--- config.mk ---
export PLATFORM = sky130hd
export DESIGN_NAME = quoted_token_splitter_flat
export DESIGN_NICKNAME = d
export VERILOG_FILES = /design/src/rtl/qts_pkg.sv /design/src/rtl/qts_in_if.sv /design/src/rtl/qts_out_if.sv /design/src/rtl/quoted_token_splitter.sv /design/src/flat_wrapper.sv
export SDC_FILE = /design/constraint.sdc
export NUM_CORES = 1
export LEC_CHECK = 0
export ABC_AREA = 1
export BUFFER_PORTS_ARGS = -buffer_cell sky130_fd_sc_hd__buf_4
export CAP_MARGIN = 20
export CELL_PAD_IN_SITES_DETAIL_PLACEMENT = 0
export CELL_PAD_IN_SITES_GLOBAL_PLACEMENT = 1
export CORE_MARGIN = 4
export CORE_UTILIZATION = 37
export DETAILED_ROUTE_END_ITERATION = 8
export PLACE_DENSITY = 0.81
export SLEW_MARGIN = 20
export SYNTH_ARGS = -nofsm -noshare
export SYNTH_HDL_FRONTEND = slang
export SYNTH_SLANG_ARGS = --single-unit
--- constraint.sdc ---
create_clock -name clk -period 2.2 [get_ports clk]
set_clock_uncertainty 0.2 [all_clocks]
set_input_delay 0.44 -clock clk [delete_from_list [all_inputs] [get_ports clk]]
set_output_delay 0.44 -clock clk [all_outputs]
set_load 0.03 [all_outputs]
--- src/rtl/qts_pkg.sv ---
`default_nettype none
// ---------------------------------------------------------------------------
// qts_pkg: shared types and constants for the quoted token splitter
// Byte type, phase encoding and the character codes used by the parser.
// ---------------------------------------------------------------------------
package qts_pkg;

	typedef logic [7:0] byte_t;

	// parser phase, one-hot
	typedef enum logic [3:0] {
		PH_IDLE   = 4'b0001,
		PH_QUOTED = 4'b0010,
		PH_ESCAPE = 4'b0100,
		PH_BARE   = 4'b1000
	} phase_t;

	localparam byte_t CH_NUL    = 8'h00;
	localparam byte_t CH_DQUOTE = 8'h22;
	localparam byte_t CH_SQUOTE = 8'h27;
	localparam byte_t CH_QMARK  = 8'h3F;
	localparam byte_t CH_BSLASH = 8'h5C;
	localparam byte_t CH_GR_LO  = 8'h21;
	localparam byte_t CH_GR_HI  = 8'h7E;

	// escape letters and the control codes they stand for
	localparam byte_t CH_A = 8'h61;
	localparam byte_t CH_B = 8'h62;
	localparam byte_t CH_F = 8'h66;
	localparam byte_t CH_N = 8'h6E;
	localparam byte_t CH_R = 8'h72;
	localparam byte_t CH_T = 8'h74;
	localparam byte_t CH_V = 8'h76;

	localparam byte_t CC_BEL = 8'h07;
	localparam byte_t CC_BS  = 8'h08;
	localparam byte_t CC_HT  = 8'h09;
	localparam byte_t CC_LF  = 8'h0A;
	localparam byte_t CC_VT  = 8'h0B;
	localparam byte_t CC_FF  = 8'h0C;
	localparam byte_t CC_CR  = 8'h0D;

	function automatic logic is_graphic(input byte_t c);
		return (c >= CH_GR_LO) && (c <= CH_GR_HI);
	endfunction

endpackage
`default_nettype wire

--- src/rtl/qts_in_if.sv ---
`default_nettype none
// ---------------------------------------------------------------------------
// qts_in_if: input byte channel
// Valid/ready channel carrying one text byte per transfer.
// ---------------------------------------------------------------------------
interface qts_in_if;
	logic           valid;
	logic           ready;
	qts_pkg::byte_t in_char;

	modport source (output valid, output in_char, input ready);
	modport sink   (input valid, input in_char, output ready);
endinterface
`default_nettype wire

--- src/rtl/qts_out_if.sv ---
`default_nettype none
// ---------------------------------------------------------------------------
// qts_out_if: token output channel
// Valid/ready channel carrying one decoded byte or an end-of-token marker.
// ---------------------------------------------------------------------------
interface qts_out_if;
	logic           valid;
	logic           ready;
	qts_pkg::byte_t out_char;
	logic           token_done;
	logic           escape_flag;

	modport source (output valid, output out_char, output token_done,
		output escape_flag, input ready);
	modport sink   (input valid, input out_char, input token_done,
		input escape_flag, output ready);
endinterface
`default_nettype wire

--- src/rtl/quoted_token_splitter.sv ---
`default_nettype none
// ---------------------------------------------------------------------------
// quoted_token_splitter: byte stream tokenizer with quoted strings
// Splits text into bare tokens and quoted strings, decodes C escapes inside
// quotes and marks the end of each token with a separate transfer.
// ---------------------------------------------------------------------------
//  channel   dir  payload                              handshake
//  in        in   in_char[7:0]                         valid/ready
//  out       out  out_char[7:0], token_done, escape_flag  valid/ready
//
//  One byte per cycle sustained while out accepts; each result passes
//  the input register, then the result register, before it is offered on out.
//  The phase and quote-kind registers form the only loop: one small decode per byte.
//  Bytes that produce no result retire without waiting on the output.
//  Output stalls back up through the input register to in.ready.
//  arst_n clears phase, quote kind and both valid flags.
// ---------------------------------------------------------------------------
module quoted_token_splitter (
	input  wire            clk,
	input  wire            arst_n,
	qts_in_if.sink         in,
	qts_out_if.source      out
);

	// input register
	logic           valid_s1;
	qts_pkg::byte_t char_s1;

	// parser state
	qts_pkg::phase_t phase_q;
	logic            single_q;

	// result register
	logic           valid_s2;
	qts_pkg::byte_t char_s2;
	logic           done_s2;
	logic           flag_s2;

	// next-state and result decode
	qts_pkg::phase_t phase_d;
	logic            single_d;
	logic            has_res;
	qts_pkg::byte_t  res_char;
	logic            res_done;
	logic            res_flag;
	logic            out_free;
	logic            adv_s1;
	qts_pkg::byte_t  closing;

	always_comb begin
		phase_d  = phase_q;
		single_d = single_q;
		has_res  = 1'b0;
		res_char = qts_pkg::CH_NUL;
		res_done = 1'b0;
		res_flag = 1'b0;
		closing  = single_q ? qts_pkg::CH_SQUOTE : qts_pkg::CH_DQUOTE;
		unique case (phase_q)
			qts_pkg::PH_IDLE: begin
				if (qts_pkg::is_graphic(char_s1)) begin
					if (char_s1 == qts_pkg::CH_DQUOTE) begin
						single_d = 1'b0;
						phase_d  = qts_pkg::PH_QUOTED;
					end else if (char_s1 == qts_pkg::CH_SQUOTE) begin
						single_d = 1'b1;
						phase_d  = qts_pkg::PH_QUOTED;
					end else begin
						phase_d  = qts_pkg::PH_BARE;
						has_res  = 1'b1;
						res_char = char_s1;
					end
				end
			end
			qts_pkg::PH_QUOTED: begin
				if (char_s1 == qts_pkg::CH_NUL || char_s1 == closing) begin
					phase_d  = qts_pkg::PH_IDLE;
					has_res  = 1'b1;
					res_done = 1'b1;
				end else if (char_s1 == qts_pkg::CH_BSLASH) begin
					phase_d = qts_pkg::PH_ESCAPE;
				end else begin
					has_res  = 1'b1;
					res_char = char_s1;
				end
			end
			qts_pkg::PH_ESCAPE: begin
				has_res = 1'b1;
				if (char_s1 == qts_pkg::CH_NUL) begin
					phase_d  = qts_pkg::PH_IDLE;
					res_done = 1'b1;
				end else begin
					phase_d = qts_pkg::PH_QUOTED;
					case (char_s1) inside
						qts_pkg::CH_A: res_char = qts_pkg::CC_BEL;
						qts_pkg::CH_B: res_char = qts_pkg::CC_BS;
						qts_pkg::CH_F: res_char = qts_pkg::CC_FF;
						qts_pkg::CH_N: res_char = qts_pkg::CC_LF;
						qts_pkg::CH_R: res_char = qts_pkg::CC_CR;
						qts_pkg::CH_T: res_char = qts_pkg::CC_HT;
						qts_pkg::CH_V: res_char = qts_pkg::CC_VT;
						qts_pkg::CH_BSLASH, qts_pkg::CH_SQUOTE,
						qts_pkg::CH_DQUOTE, qts_pkg::CH_QMARK: res_char = char_s1;
						default: begin
							res_char = char_s1;
							res_flag = 1'b1;
						end
					endcase
				end
			end
			qts_pkg::PH_BARE: begin
				has_res = 1'b1;
				if (qts_pkg::is_graphic(char_s1)) begin
					res_char = char_s1;
				end else begin
					phase_d  = qts_pkg::PH_IDLE;
					res_done = 1'b1;
				end
			end
			default: begin
				phase_d = qts_pkg::PH_IDLE;
			end
		endcase
	end

	// pipeline flow control
	assign out_free = !valid_s2 || out.ready;
	assign adv_s1   = valid_s1 && (!has_res || out_free);
	assign in.ready = !valid_s1 || adv_s1;

	// input register
	always_ff @(posedge clk or negedge arst_n) begin
		if (!arst_n) begin
			valid_s1 <= 1'b0;
		end else if (in.ready) begin
			valid_s1 <= in.valid;
		end
	end

	always_ff @(posedge clk) begin
		if (in.ready && in.valid) begin
			char_s1 <= in.in_char;
		end
	end

	// parser state
	always_ff @(posedge clk or negedge arst_n) begin
		if (!arst_n) begin
			phase_q  <= qts_pkg::PH_IDLE;
			single_q <= 1'b0;
		end else if (adv_s1) begin
			phase_q  <= phase_d;
			single_q <= single_d;
		end
	end

	// result register
	always_ff @(posedge clk or negedge arst_n) begin
		if (!arst_n) begin
			valid_s2 <= 1'b0;
		end else if (out_free) begin
			valid_s2 <= adv_s1 && has_res;
		end
	end

	always_ff @(posedge clk) begin
		if (adv_s1 && has_res) begin
			char_s2 <= res_char;
			done_s2 <= res_done;
			flag_s2 <= res_flag;
		end
	end

	assign out.valid       = valid_s2;
	assign out.out_char    = char_s2;
	assign out.token_done  = done_s2;
	assign out.escape_flag = flag_s2;

`ifndef ASSERT_OFF
	a_phase_onehot: assert property (@(posedge clk) disable iff (!arst_n)
		$onehot(phase_q))
		else $error("phase register lost one-hot encoding");

	a_done_clean: assert property (@(posedge clk) disable iff (!arst_n)
		(valid_s2 && done_s2) |-> (char_s2 == qts_pkg::CH_NUL && !flag_s2))
		else $error("end marker carries a byte or a flag");

	a_flag_from_escape: assert property (@(posedge clk) disable iff (!arst_n)
		(adv_s1 && has_res && res_flag) |-> (phase_q == qts_pkg::PH_ESCAPE))
		else $error("escape flag raised outside an escape");

	a_escape_exit: assert property (@(posedge clk) disable iff (!arst_n)
		(adv_s1 && phase_q == qts_pkg::PH_ESCAPE)
		|=> (phase_q == qts_pkg::PH_QUOTED || phase_q == qts_pkg::PH_IDLE))
		else $error("escape did not return to a string or idle");

	a_bare_start: assert property (@(posedge clk) disable iff (!arst_n)
		(adv_s1 && phase_q == qts_pkg::PH_IDLE && has_res)
		|=> (phase_q == qts_pkg::PH_BARE && valid_s2 && !done_s2))
		else $error("emitted byte from idle did not open a bare token");
`endif

endmodule
`default_nettype wire
--- src/flat_wrapper.sv ---
// flat-port wrapper written by rule: the top's interface ports become plain ports
module quoted_token_splitter_flat 
  (clk, arst_n, in_valid, in_in_char, in_ready, out_valid, out_out_char, out_token_done, out_escape_flag, out_ready);
  qts_in_if in_i ();
  qts_out_if out_i ();
  input  wire clk;
  input  wire arst_n;
  input wire logic [$bits(in_i.valid)-1:0] in_valid;
  input wire logic [$bits(in_i.in_char)-1:0] in_in_char;
  output wire logic [$bits(in_i.ready)-1:0] in_ready;
  output wire logic [$bits(out_i.valid)-1:0] out_valid;
  output wire logic [$bits(out_i.out_char)-1:0] out_out_char;
  output wire logic [$bits(out_i.token_done)-1:0] out_token_done;
  output wire logic [$bits(out_i.escape_flag)-1:0] out_escape_flag;
  input wire logic [$bits(out_i.ready)-1:0] out_ready;
  assign in_i.valid = in_valid;
  assign in_i.in_char = in_in_char;
  assign in_ready = in_i.ready;
  assign out_valid = out_i.valid;
  assign out_out_char = out_i.out_char;
  assign out_token_done = out_i.token_done;
  assign out_escape_flag = out_i.escape_flag;
  assign out_i.ready = out_ready;
  quoted_token_splitter u_core (.clk(clk), .arst_n(arst_n), .in(in_i), .out(out_i));
endmodule
# Word level (Yosys, flattened, before mapping)
# Cells that the tools add are included.
# totals
register_bits	25
word_cells	85
input_bits	12
# classes
eq_ne	19
n_reduce_logical	18
muxes	37
bitwise_logic	1
order_cmp	2
# op_table
operator	n
2-to-1 mux 8 bit	14
equality test 8 x 7 -> 1 bit (second input constant)	8
one-hot mux 8 bit (4 select lines)	1
equality test 8 x 6 -> 1 bit (second input constant)	3
2-to-1 mux 4 bit	6
one-hot mux 4 bit (4 select lines)	1
2-to-1 mux 1 bit	11
OR reduction 9 bit	1
equality test 8 bit	1
greater-or-equal comparator 8 x 6 -> 1 bit (second input constant)	1
<= comparator 8 x 7 -> 1 bit (second input constant)	1
zero test 8 bit	1
AND reduction 4 bit	2
one-hot mux 1 bit (3 select lines)	2
equality test 4 x 1 -> 1 bit (second input constant)	1
equality test 4 x 2 -> 1 bit (second input constant)	1
equality test 4 x 3 -> 1 bit (second input constant)	1
equality test 4 bit (second input constant)	1
logical AND 1 bit	4
logical OR 1 bit	4
OR reduction 4 bit	1
zero test 1 bit	3
2-to-1 mux 3 bit	1
inequality test 3 x 1 -> 1 bit (second input constant)	1
6 further kinds	6

# Logic depth before layout (Yosys ltp)
# Gate-level depths: netlist (run 1).
# logic_depth
ltp_word	10
mapped_depth	12
ltp_nobuf	12

# Worst setup path before layout (run 1)
# Ideal clock, no wire load.
# synth_timing
path_type	reg2reg
startpoint	register u_core.char_s1[2]
endpoint	register u_core.char_s1[0] (enable)
stages_incl_launch_ff	11
period_less_slack_ps	2215
arrival_ps	1691
setup_ps	324
path_buffers	1
slack_ps	-15
path_cell_list	edfxtp_1 -> buf_6 -> nor2_2 -> nand2_1 -> a21oi_2 -> nor2_4 -> nand2_2 -> nand2_2 -> nand3_1 -> nand2_1 -> inv_1
# synth_between
elab_chain_len	10
word_cells_on_any_way	20
# synth_rtl
element	line_no	text
start, declared	quoted_token_splitter.sv:27	qts_pkg::byte_t char_s1;
start signal, assigned	quoted_token_splitter.sv:141	char_s1 <= in.in_char;
parallel branches: the longest is 4 deep, another holds greater-or-equal comparator 8 x 6 -> 1 bit	n/a	
one-hot mux 1 bit (3 select lines) (*)	quoted_token_splitter.sv:58	unique case (phase_q)
zero test 1 bit (*)	quoted_token_splitter.sv:127	assign adv_s1 = valid_s1 && (!has_res || out_free);
logical OR 1 bit (*)	quoted_token_splitter.sv:127	
logical AND 1 bit (*)	quoted_token_splitter.sv:127	
logical OR 1 bit (*)	quoted_token_splitter.sv:128	assign in.ready = !valid_s1 || adv_s1;
via in_ready	flat_wrapper.sv:10	output wire logic [$bits(in_i.ready)-1:0] in_ready;
logical AND 1 bit (*)	quoted_token_splitter.sv:140	if (in.ready && in.valid) begin
# Mark *: on every way through the listed nets, which the timed path passes.
# A chain may end at the register's enable or synchronous reset.

# Final worst setup path (run 1)
# layout_timing
startpoint	register u_core.char_s1[0]
endpoint	output in_ready
# layout_between
elab_chain_len	9
word_cells_on_any_way	19
# layout_rtl
element	line_no
parallel branches: the longest is 4 deep, another holds greater-or-equal comparator 8 x 6 -> 1 bit	n/a
one-hot mux 1 bit (3 select lines) (*)	quoted_token_splitter.sv:58
zero test 1 bit (*)	quoted_token_splitter.sv:127
logical OR 1 bit (*)	quoted_token_splitter.sv:127
logical AND 1 bit (*)	quoted_token_splitter.sv:127
logical OR 1 bit (*)	quoted_token_splitter.sv:128
end, declared	flat_wrapper.sv:10
# Every way passes the cells marked *.

==> metrics.md, run 1 <==
| Metric | Value |
|---|---|
| Largest driver fanout on the critical path | 5 |
| Die width | 71.3 um |
| Clock latency of the later-clocked register in the worst-skew pair | roughly 270 ps |
| Number of register bits inferred by synthesis | 25 |
| Register clock-pin slew on the reported worst setup and hold paths | 90 ps |
| Most numerous cell in the Yosys netlist | sky130_fd_sc_hd__nand2_1 |
| Via density per instance | 5.09 |
| Final Power | roughly 1.7 mW |
| TritonCTS Buffers | 3 |
| Number of cells after detailed placement | approximately 250 |
| Clock tree root buffer cell | sky130_fd_sc_hd__clkbuf_8 |
| Hold Path Class | in2reg |
| Flip-flop cell with the highest count after synthesis | sky130_fd_sc_hd__edfxtp_1 |
| Synth Instances | 174 |
| Ratio of final minimum period to clock period | 104% |
| Io pins | 24 |
| Vias | 1,395 |
| Mean cell area of the mapped netlist | between 8 and 9 um^2 |
| Half-perimeter wire length after placement | 2.85 mm |
| Number of maximum-capacitance constraint violations | 0 |
| First-pass GRT wire length | 6.28 mm |
| Post-Place Worst Slack | 75.5 ps |
| Initial DRC Count | 55 |
| Final routed wirelength across all metal layers | 3.76 mm |
| Violated checks | setup timing |
| Post-layout utilization of the core | 54.4% |
| Initial antenna violation count | 0 |
| DRC | 0 |
| Starting density of the core | slightly below 40% |
| Detailed-routing iteration count for the pre-antenna-repair pass | 4 |
| Sequential fraction of the synthesis area | 48.4% |
| Cell variety after synth | 30 |
| Max clock buf depth | 2 |
| Max-slew violation count | 0 |
| Filler Cells Inserted | 344 |
| Final ANT Viol Nets | 0 |
| Total congestion overflow after global routing | 0 |
| Class of the most critical setup path | reg2out |
| Number of enable flip-flop cells after synthesis | 18 |
| Share of the synthesized area in the top cell type | 36.5% |
| Vias in the first global route | 1,392 |
| Total Die Area | between 5000 and 6000 um^2 |
| Power per cell area | 804 nW/um^2 |
| Crit end category | primary output |
| Req. time, crit path | 1560 ps |
| Net count after synthesis | about 190 |
| Sequential Area | a little over 700 um^2 |
| Layout overhead on the synthesized area | 38.6% |
| Routed len/inst | 13.7 um |
| Die span in y | 71.3 um |
| Final Hold Vio Count | 0 |
| Total Nets Final | 239 |
| Smallest setup slack after layout | -82.9 ps |
| Input/output buffers | 23 |
| Largest net degree at the start of global routing | 14 |
| Cell row count | 22 |
| Syn Std Cell Area | 1480 um^2 |
| Area leader, netlist | sky130_fd_sc_hd__edfxtp_1 |
| Worst Setup Start Kind | register |
| Transition at the pin with the smallest max-transition slack | 422 ps |
| Area of the multi-input gates | 749 um^2 |
| Peak supply drop | roughly 350 uV |
| Status | finished with violations |
| Fraction of final layout cells with drive strength greater than 1 | approximately two fifths |
| Slew Limit Headroom | 71.6% |
| Total clock sinks | 25 |
| Ys async rst share | between 20% and 30% |
| Static power due to leakage | 0.975 nW |
| Floorplan Core Area | 3770 um^2 |
| Yosys warnings | 0 |
| Hold slack final | 138 ps |
| Placer's final routability congestion estimate | 0.891 |
| Count of placed standard cells in the final layout, fillers left out | about 270 |
| Data arrival at the endpoint of the critical path | 1640 ps |
| Clock H-tree levels | 1 |
| Final setup violation count | 5 |
| Max Clk Rate | 438 MHz |
| RSZ-0062 raised after global routing | true |
| Top area cells in the synthesized netlist | sky130_fd_sc_hd__edfxtp_1 (37%), sky130_fd_sc_hd__dfrtp_1 (10%), sky130_fd_sc_hd__nand2_1 (9.9%) |
| Antenna cell count | 0 |
| Synth top cells by count | sky130_fd_sc_hd__nand2_1 (39), sky130_fd_sc_hd__nor2_1 (21), sky130_fd_sc_hd__edfxtp_1 (18) |
| Clock tree from TritonCTS | done |
| Combined global-route utilization of all metal layers | 15.6% |
| Minimum clock period after layout | roughly 2300 ps |
-- final cells by class --
type                            instances  share of cell area [%]
Timing Repair Buffer                   51                    19.6
Multi-Input combinational cell        125                    36.5
Tap cell                               48                    2.93
Sequential cell                        25                    34.9
Inverter                               21                    3.84
Clock buffer                            4                    2.20
-- cells by family (layout without fill, tap and decap cells) --
logic type	after synthesis	after routing	synth area share, %
simple gates	109	109	37.6
compound gates	15	15	6.17
xor+xnor	1	1	0.592
buf+inv	24	76	7.18
flops	25	25	48.4
-- metrics by stage --
| stage | setup TNS [ps] | cell area, um^2 |
|---|---|---|
| after floorplan | 0 | 1490 |
| after global placement | 0 | 1790 |
| after detailed placement | 0 | 1790 |
| after CTS | -70.6 | 1980 |
| after global routing | -2180 | 2050 |
| final | -116 | 2050 |
-- metal layers --
| metal | track usage (%) | part of all wire (%) | wire length (um) | vias up |
|---|---|---|---|---|
| met5 | 0 | 0 | 0 | - |
| met4 | 7.10 | 3.7 | 140 | 0 |
| met3 | 3.23 | 4.8 | 179 | 15 |
| met2 | 25.9 | 50 | 1890 | 40 |
| met1 | 19.3 | 41 | 1560 | 654 |
| li1 | - | - | - | 686 |
-- registers in the layout (all words and copies together), names as in the netlist --
| register | flops |
|---|---|
| u_core.valid_s1 | 1 |
| u_core.out.token_done | 1 |
| u_core.phase_q | 4 |
| u_core.out.escape_flag | 1 |
| u_core.char_s1 | 8 |
| u_core.out.out_char | 8 |
| u_core.out.valid | 1 |
| u_core.single_q | 1 |
-- path summary, 6_finish.rpt --
| path | start | to | slack [ps] | depth (start not counted) |
|---|---|---|---|---|
| setup reg to reg | u_core.char_s1[2]$_DFFE_PP_ | u_core.phase_q[3]$_DFFE_PN0P_ | -10 | 13 |
| hold reg to reg | u_core.phase_q[0]$_DFFE_PN1P_ | u_core.phase_q[0]$_DFFE_PN1P_ | 300 | 2 |
| min in group asynchronous | arst_n | u_core.valid_s1$_DFFE_PN0P_ | 310 | 2 |
| setup / recovery | u_core.char_s1[0]$_DFFE_PP_ | in_ready | -80 | 8 |
| max in group asynchronous | arst_n | u_core.phase_q[0]$_DFFE_PN1P_ | 1280 | 2 |
| hold / removal | in_in_char[2] | u_core.char_s1[2]$_DFFE_PP_ | 140 | 1 |
-- worst max-delay path, stage by stage, from the launching register on --
cell and delay, ps:
sky130_fd_sc_hd__edfxtp_1 510, sky130_fd_sc_hd__nor2_4 190, sky130_fd_sc_hd__nand2_2 100, sky130_fd_sc_hd__a21oi_4 170, sky130_fd_sc_hd__nor2_4 60, sky130_fd_sc_hd__nand2_2 80, sky130_fd_sc_hd__nand2_4 60, sky130_fd_sc_hd__nand3_4 60
sky130_fd_sc_hd__buf_6 130
-- layout by cell type, fill, tap and decap left out --
master and n:
sky130_fd_sc_hd__buf_4 48, sky130_fd_sc_hd__nand2_1 35, sky130_fd_sc_hd__nor2_1 18, sky130_fd_sc_hd__edfxtp_1 18
sky130_fd_sc_hd__inv_1 14, sky130_fd_sc_hd__nand3_1 12, sky130_fd_sc_hd__nand4_1 11, sky130_fd_sc_hd__inv_2 7
sky130_fd_sc_hd__nand2_2 7, sky130_fd_sc_hd__nor2_4 7, sky130_fd_sc_hd__dfrtp_1 6, sky130_fd_sc_hd__nor2_2 5
sky130_fd_sc_hd__nand2_4 4, sky130_fd_sc_hd__o21ai_0 4, sky130_fd_sc_hd__a21oi_1 3, sky130_fd_sc_hd__clkbuf_8 3
sky130_fd_sc_hd__nor3_1 2, sky130_fd_sc_hd__nor3_4 2, sky130_fd_sc_hd__o211ai_1 2, sky130_fd_sc_hd__o21ai_1 2
sky130_fd_sc_hd__nand3_4 2, sky130_fd_sc_hd__a21oi_4 1, sky130_fd_sc_hd__nand3b_1 1, sky130_fd_sc_hd__xor2_2 1
sky130_fd_sc_hd__nand3_2 1, sky130_fd_sc_hd__o21a_1 1, sky130_fd_sc_hd__a21boi_0 1, sky130_fd_sc_hd__a21o_1 1
sky130_fd_sc_hd__or2_2 1, sky130_fd_sc_hd__nor4_1 1, sky130_fd_sc_hd__clkbuf_1 1, sky130_fd_sc_hd__dlygate4sd3_1 1
sky130_fd_sc_hd__buf_6 1, sky130_fd_sc_hd__buf_12 1, sky130_fd_sc_hd__dfstp_2 1
-- timing repair --
item / in CTS / in global routing
pin swaps: 7 / 7
hold buffers: 1 / 0
resized for setup: 11 / 13
endpoints found under the setup margin: 1 / 31
hold endpoints to repair: 7 / 0
buffers inserted: 11 / 4
-- power by group --
part	total, mW	leakage [nW]	switching, mW	internal, mW
Sequential	0.673	0.264	0.0601	0.613
Clock	0.277	0.0228	0.147	0.130
Combinational	0.700	0.688	0.411	0.290
Total	1.65	0.975	0.618	1.03
(Power assumes the default switching activity.)
==> inputs of run 2 (changes only) <==
ABC_AREA = default   (was 1)
CORE_UTILIZATION = 38   (was 37)
PLACE_DENSITY = 0.84   (was 0.81)
==> run 2 against run 1 <==
The flow still finishes with violations (setup timing). Global-route usage rose by 1.2 points. Clock power barely moved. Count of clock-buffer cells in the layout did not move. Largest power group unchanged.
==> metrics.md, run 2 <==
| Metric | Value |
|---|---|
| Data arrival at the endpoint of the critical path | 2030 ps (was 1640 ps) |
| Clock tree root buffer cell | sky130_fd_sc_hd__clkbuf_8 (unchanged) |
| Via density per instance | 5.39 (was 5.09) |
| Status | finished with violations (unchanged) |
| Crit end category | primary output (unchanged) |
| Clock tree from TritonCTS | done (unchanged) |
| Crit path max-delay cell type | sky130_fd_sc_hd__dfstp_2 (was sky130_fd_sc_hd__edfxtp_1) |
| Die width | 71.5 um (was 71.3 um) |
| Final Hold Vio Count | 0 (unchanged) |
| Cell breakdown of the critical path | or4b_4 -> a31o_4 -> o22ai_4 -> buf_6 -> nand3_4 -> buf_6 (was nor2_4 -> nand2_2 -> a21oi_4 -> nor2_4 -> nand2_2 -> nand2_4 -> nand3_4 -> buf_6) |
| Synth top cells by count | sky130_fd_sc_hd__edfxtp_1 (18), sky130_fd_sc_hd__nand2_1 (15), sky130_fd_sc_hd__o21ai_0 (14) (was sky130_fd_sc_hd__nand2_1 (39), sky130_fd_sc_hd__nor2_1 (21), sky130_fd_sc_hd__edfxtp_1 (18)) |
| Die span in y | 71.5 um (was 71.3 um) |
| Max Clk Rate | 375 MHz (was 438 MHz) |
| Layout overhead on the synthesized area | 57.6% (was 38.6%) |
| Count of placed standard cells in the final layout, fillers left out | 282 (was 274) |
| Final setup violation count | 33 (was 5) |
| Final Power | 2.03 mW (was 1.65 mW) |
| Total Die Area | 5110 um^2 (was 5080 um^2) |
| Vias | 1,520 (was 1,395) |
| Leading cell type in the layout, fill and taps excluded | sky130_fd_sc_hd__buf_4 (unchanged) |
| Class of the most critical setup path | reg2out (unchanged) |
| Initial antenna violation count | 0 (unchanged) |
| Combined global-route utilization of all metal layers | 16.7% (was 15.6%) |
| Final routed wirelength across all metal layers | 4.34 mm (was 3.76 mm) |
| Placer's final routability congestion estimate | 0.868 (was 0.891) |
| Half-perimeter wire length after placement | 2.94 mm (was 2.85 mm) |
| Vias in the first global route | 1,452 (was 1,392) |
| Largest net degree at the start of global routing | 14 (unchanged) |
| Cell variety after synth | 46 (was 30) |
| DRC | 0 (unchanged) |
| Req. time, crit path | 1560 ps (about the same) |
| Area leader, netlist | sky130_fd_sc_hd__edfxtp_1 (unchanged) |
| Met2 layer usage reported by global route | 30.1% (was 25.9%) |
| Syn Std Cell Area | 1530 um^2 (was 1480 um^2) |
| Ratio of final minimum period to clock period | 121% (was 104%) |
| Starting density of the core | 40.6% (was 39.3%) |
| Register clock-pin slew on the reported worst setup and hold paths | 90 ps (about the same) |
| Floorplan Core Area | 3770 um^2 (unchanged) |
| Total Nets Final | 247 (was 239) |
| Cell row count | 22 (unchanged) |
| Number of register bits inferred by synthesis | 25 (unchanged) |
| Total congestion overflow after global routing | 0 (unchanged) |
| Detailed-routing iteration count for the pre-antenna-repair pass | 4 (unchanged) |
| Violated checks | setup timing (unchanged) |
| Most numerous cell in the Yosys netlist | sky130_fd_sc_hd__edfxtp_1 (was sky130_fd_sc_hd__nand2_1) |
| Max-slew violation count | 0 (unchanged) |
| RSZ-0062 raised after global routing | true (unchanged) |
| Commonest non-fill, non-tap cells in the layout | sky130_fd_sc_hd__buf_4 (62), sky130_fd_sc_hd__edfxtp_1 (18), sky130_fd_sc_hd__buf_6 (14), sky130_fd_sc_hd__nand2_1 (12), sky130_fd_sc_hd__nor2_1 (12) (was sky130_fd_sc_hd__buf_4 (48), sky130_fd_sc_hd__nand2_1 (35), sky130_fd_sc_hd__nor2_1 (18), sky130_fd_sc_hd__edfxtp_1 (18), sky130_fd_sc_hd__inv_1 (14)) |
| Io pins | 24 (unchanged) |
| First-pass GRT wire length | 6.74 mm (was 6.28 mm) |
| Clock latency of the later-clocked register in the worst-skew pair | 270 ps (about the same) |
| Power per cell area | 840 nW/um^2 (was 804 nW/um^2) |
| Hold Path Class | in2reg (unchanged) |
| Worst Setup Start Kind | register (unchanged) |
| Routed len/inst | 15.4 um (was 13.7 um) |
| Most frequent CP cell | sky130_fd_sc_hd__buf_6 |
| Static power due to leakage | 1.02 nW (was 0.975 nW) |
| Net count after synthesis | 173 (was 186) |
| Delay of the slowest cell on the worst path | 540 ps (was 510 ps) |
| Initial DRC Count | 123 (was 55) |
| Top area cells in the synthesized netlist | sky130_fd_sc_hd__edfxtp_1 (35%), sky130_fd_sc_hd__dfrtp_1 (9.8%), sky130_fd_sc_hd__o21ai_0 (4.6%) (was sky130_fd_sc_hd__edfxtp_1 (37%), sky130_fd_sc_hd__dfrtp_1 (10%), sky130_fd_sc_hd__nand2_1 (9.9%)) |
| Most heavily used metal layer in global routing | met2 (unchanged) |
| Minimum clock period after layout | 2670 ps (was 2280 ps) |
| Transition at the pin with the smallest max-transition slack | 353 ps (was 422 ps) |
| Global Route met3 Usage | 3.93% (was 3.23%) |
| Smallest setup slack after layout | -468 ps (was -82.9 ps) |
| Synth Instances | 161 (was 174) |
| Ys async rst share | 28.0% (unchanged) |
| Final ANT Viol Nets | 0 (unchanged) |
| Sequential fraction of the synthesis area | 46.9% (was 48.4%) |
| Number of enable flip-flop cells after synthesis | 18 (unchanged) |
| Largest driver fanout on the critical path | 2 (was 5) |
| Flip-flop cell with the highest count after synthesis | sky130_fd_sc_hd__edfxtp_1 (unchanged) |
| Slew Limit Headroom | 76.2% (was 71.6%) |
| Input/output buffers | 23 (unchanged) |
| Mean cell area of the mapped netlist | 9.50 um^2 (was 8.51 um^2) |
| Max clock buf depth | 2 (unchanged) |
| Number of cells after detailed placement | 261 (was 254) |
| Yosys warnings | 0 (unchanged) |
| Number of maximum-capacitance constraint violations | 0 (unchanged) |
| Area of all placed cells without fillers | 2410 um^2 (was 2050 um^2) |
| Filler Cells Inserted | 304 (was 344) |
| Clock H-tree levels | 1 (unchanged) |
| Post-DP Area | 2050 um^2 (was 1790 um^2) |
| Met1 track demand over resource in global routing | 19.5% (was 19.3%) |
| Post-layout utilization of the core | 64.0% (was 54.4%) |
| Fraction of final layout cells with drive strength greater than 1 | 48.3% (was 40.7%) |
| Share of the synthesized area in the top cell type | 35.3% (was 36.5%) |
| Antenna cell count | 0 (unchanged) |
| Total clock sinks | 25 (unchanged) |
| TritonCTS Buffers | 3 (unchanged) |
| Peak supply drop | 550 uV (was 354 uV) |
-- run 2: changes by cell type after synthesis, sizes merged, moves of 8 or more --
cell    before  now
inv         21    8
nand2       46   15
nand2b       0    8
nand4       11    0
nor2        30   13
o21ai        6   15
-- run 2: final cells by class --
class | count | area, um^2 | area share (%)
clock buffers | 4 | 45.0 | 1.87
inverters | 8 | 30.0 | 1.24
multi-input cells | 117 | 877 | 36.4
flip-flops and latches | 25 | 717 | 29.7
well taps | 48 | 60.1 | 2.49
repair buffers | 80 | 683 | 28.3
-- run 2: through the flow --
| step | worst slack [ps] | hold slack [ps] | setup TNS (ps) |
|---|---|---|---|
| floorplan | -288 | -55.6 | -3730 |
| global placement | -219 | 53.1 | -4270 |
| detailed placement | -288 | 59.2 | -5550 |
| CTS | -466 | 138 | -8720 |
| global route | -547 | 117 | -12780 |
| finish | -468 | 139 | -10050 |
-- run 2: layer usage --
layer	wire length (um)	vias up
li1	-	730
met1	1670	723
met2	2340	57
met3	247	10
met4	93	0
met5	0	-
-- run 2: kinds of logic (layout without fill, tap and decap cells) --
group / Yosys count / in the layout / synth area share [%]
mux: 5 / 5 / 3.60
buf+inv: 19 / 92 / 5.81
simple gates: 69 / 69 / 24.8
flops: 25 / 25 / 46.9
xor+xnor: 2 / 2 / 1.14
compound gates: 41 / 41 / 17.8
-- run 2: timing repair --
action	in CTS	in global routing
gates cloned	1	0
setup buffers	8	10
gates resized for setup	26	17
pin swaps	10	5
hold buffers	1	0
hold endpoints to repair	7	0
setup endpoints to repair	30	35
-- run 2: worst max-delay path, delay by kind of cell (launching register included) --
kind	cells	cell delay, ps
compound gates	2	410
buf+inv	2	270
flops	1	540
simple gates	2	540
-- run 2: worst paths after layout --
kind / start / end / slack (ps) / depth (start not counted)
max in group asynchronous: arst_n / u_core.phase_q[0]$_DFFE_PN1P_ / 1270 / 2
worst max register to register: u_core.phase_q[0]$_DFFE_PN1P_ / u_core.out.escape_flag$_SDFFCE_PP0P_ / -420 / 9
min in group asynchronous: arst_n / u_core.valid_s1$_DFFE_PN0P_ / 320 / 2
worst max-delay path: u_core.phase_q[0]$_DFFE_PN1P_ / in_ready / -470 / 6
worst min register to register: u_core.out.valid$_DFFE_PN0P_ / u_core.out.valid$_DFFE_PN0P_ / 320 / 2
worst min-delay path: in_in_char[2] / u_core.char_s1[2]$_DFFE_PP_ / 140 / 1
-- run 2: report_power, final --
group / switching (mW) / internal (mW) / leakage, nW
logic: 0.546 / 0.555 / 0.739
registers: 0.0416 / 0.608 / 0.262
clock network: 0.147 / 0.130 / 0.0228
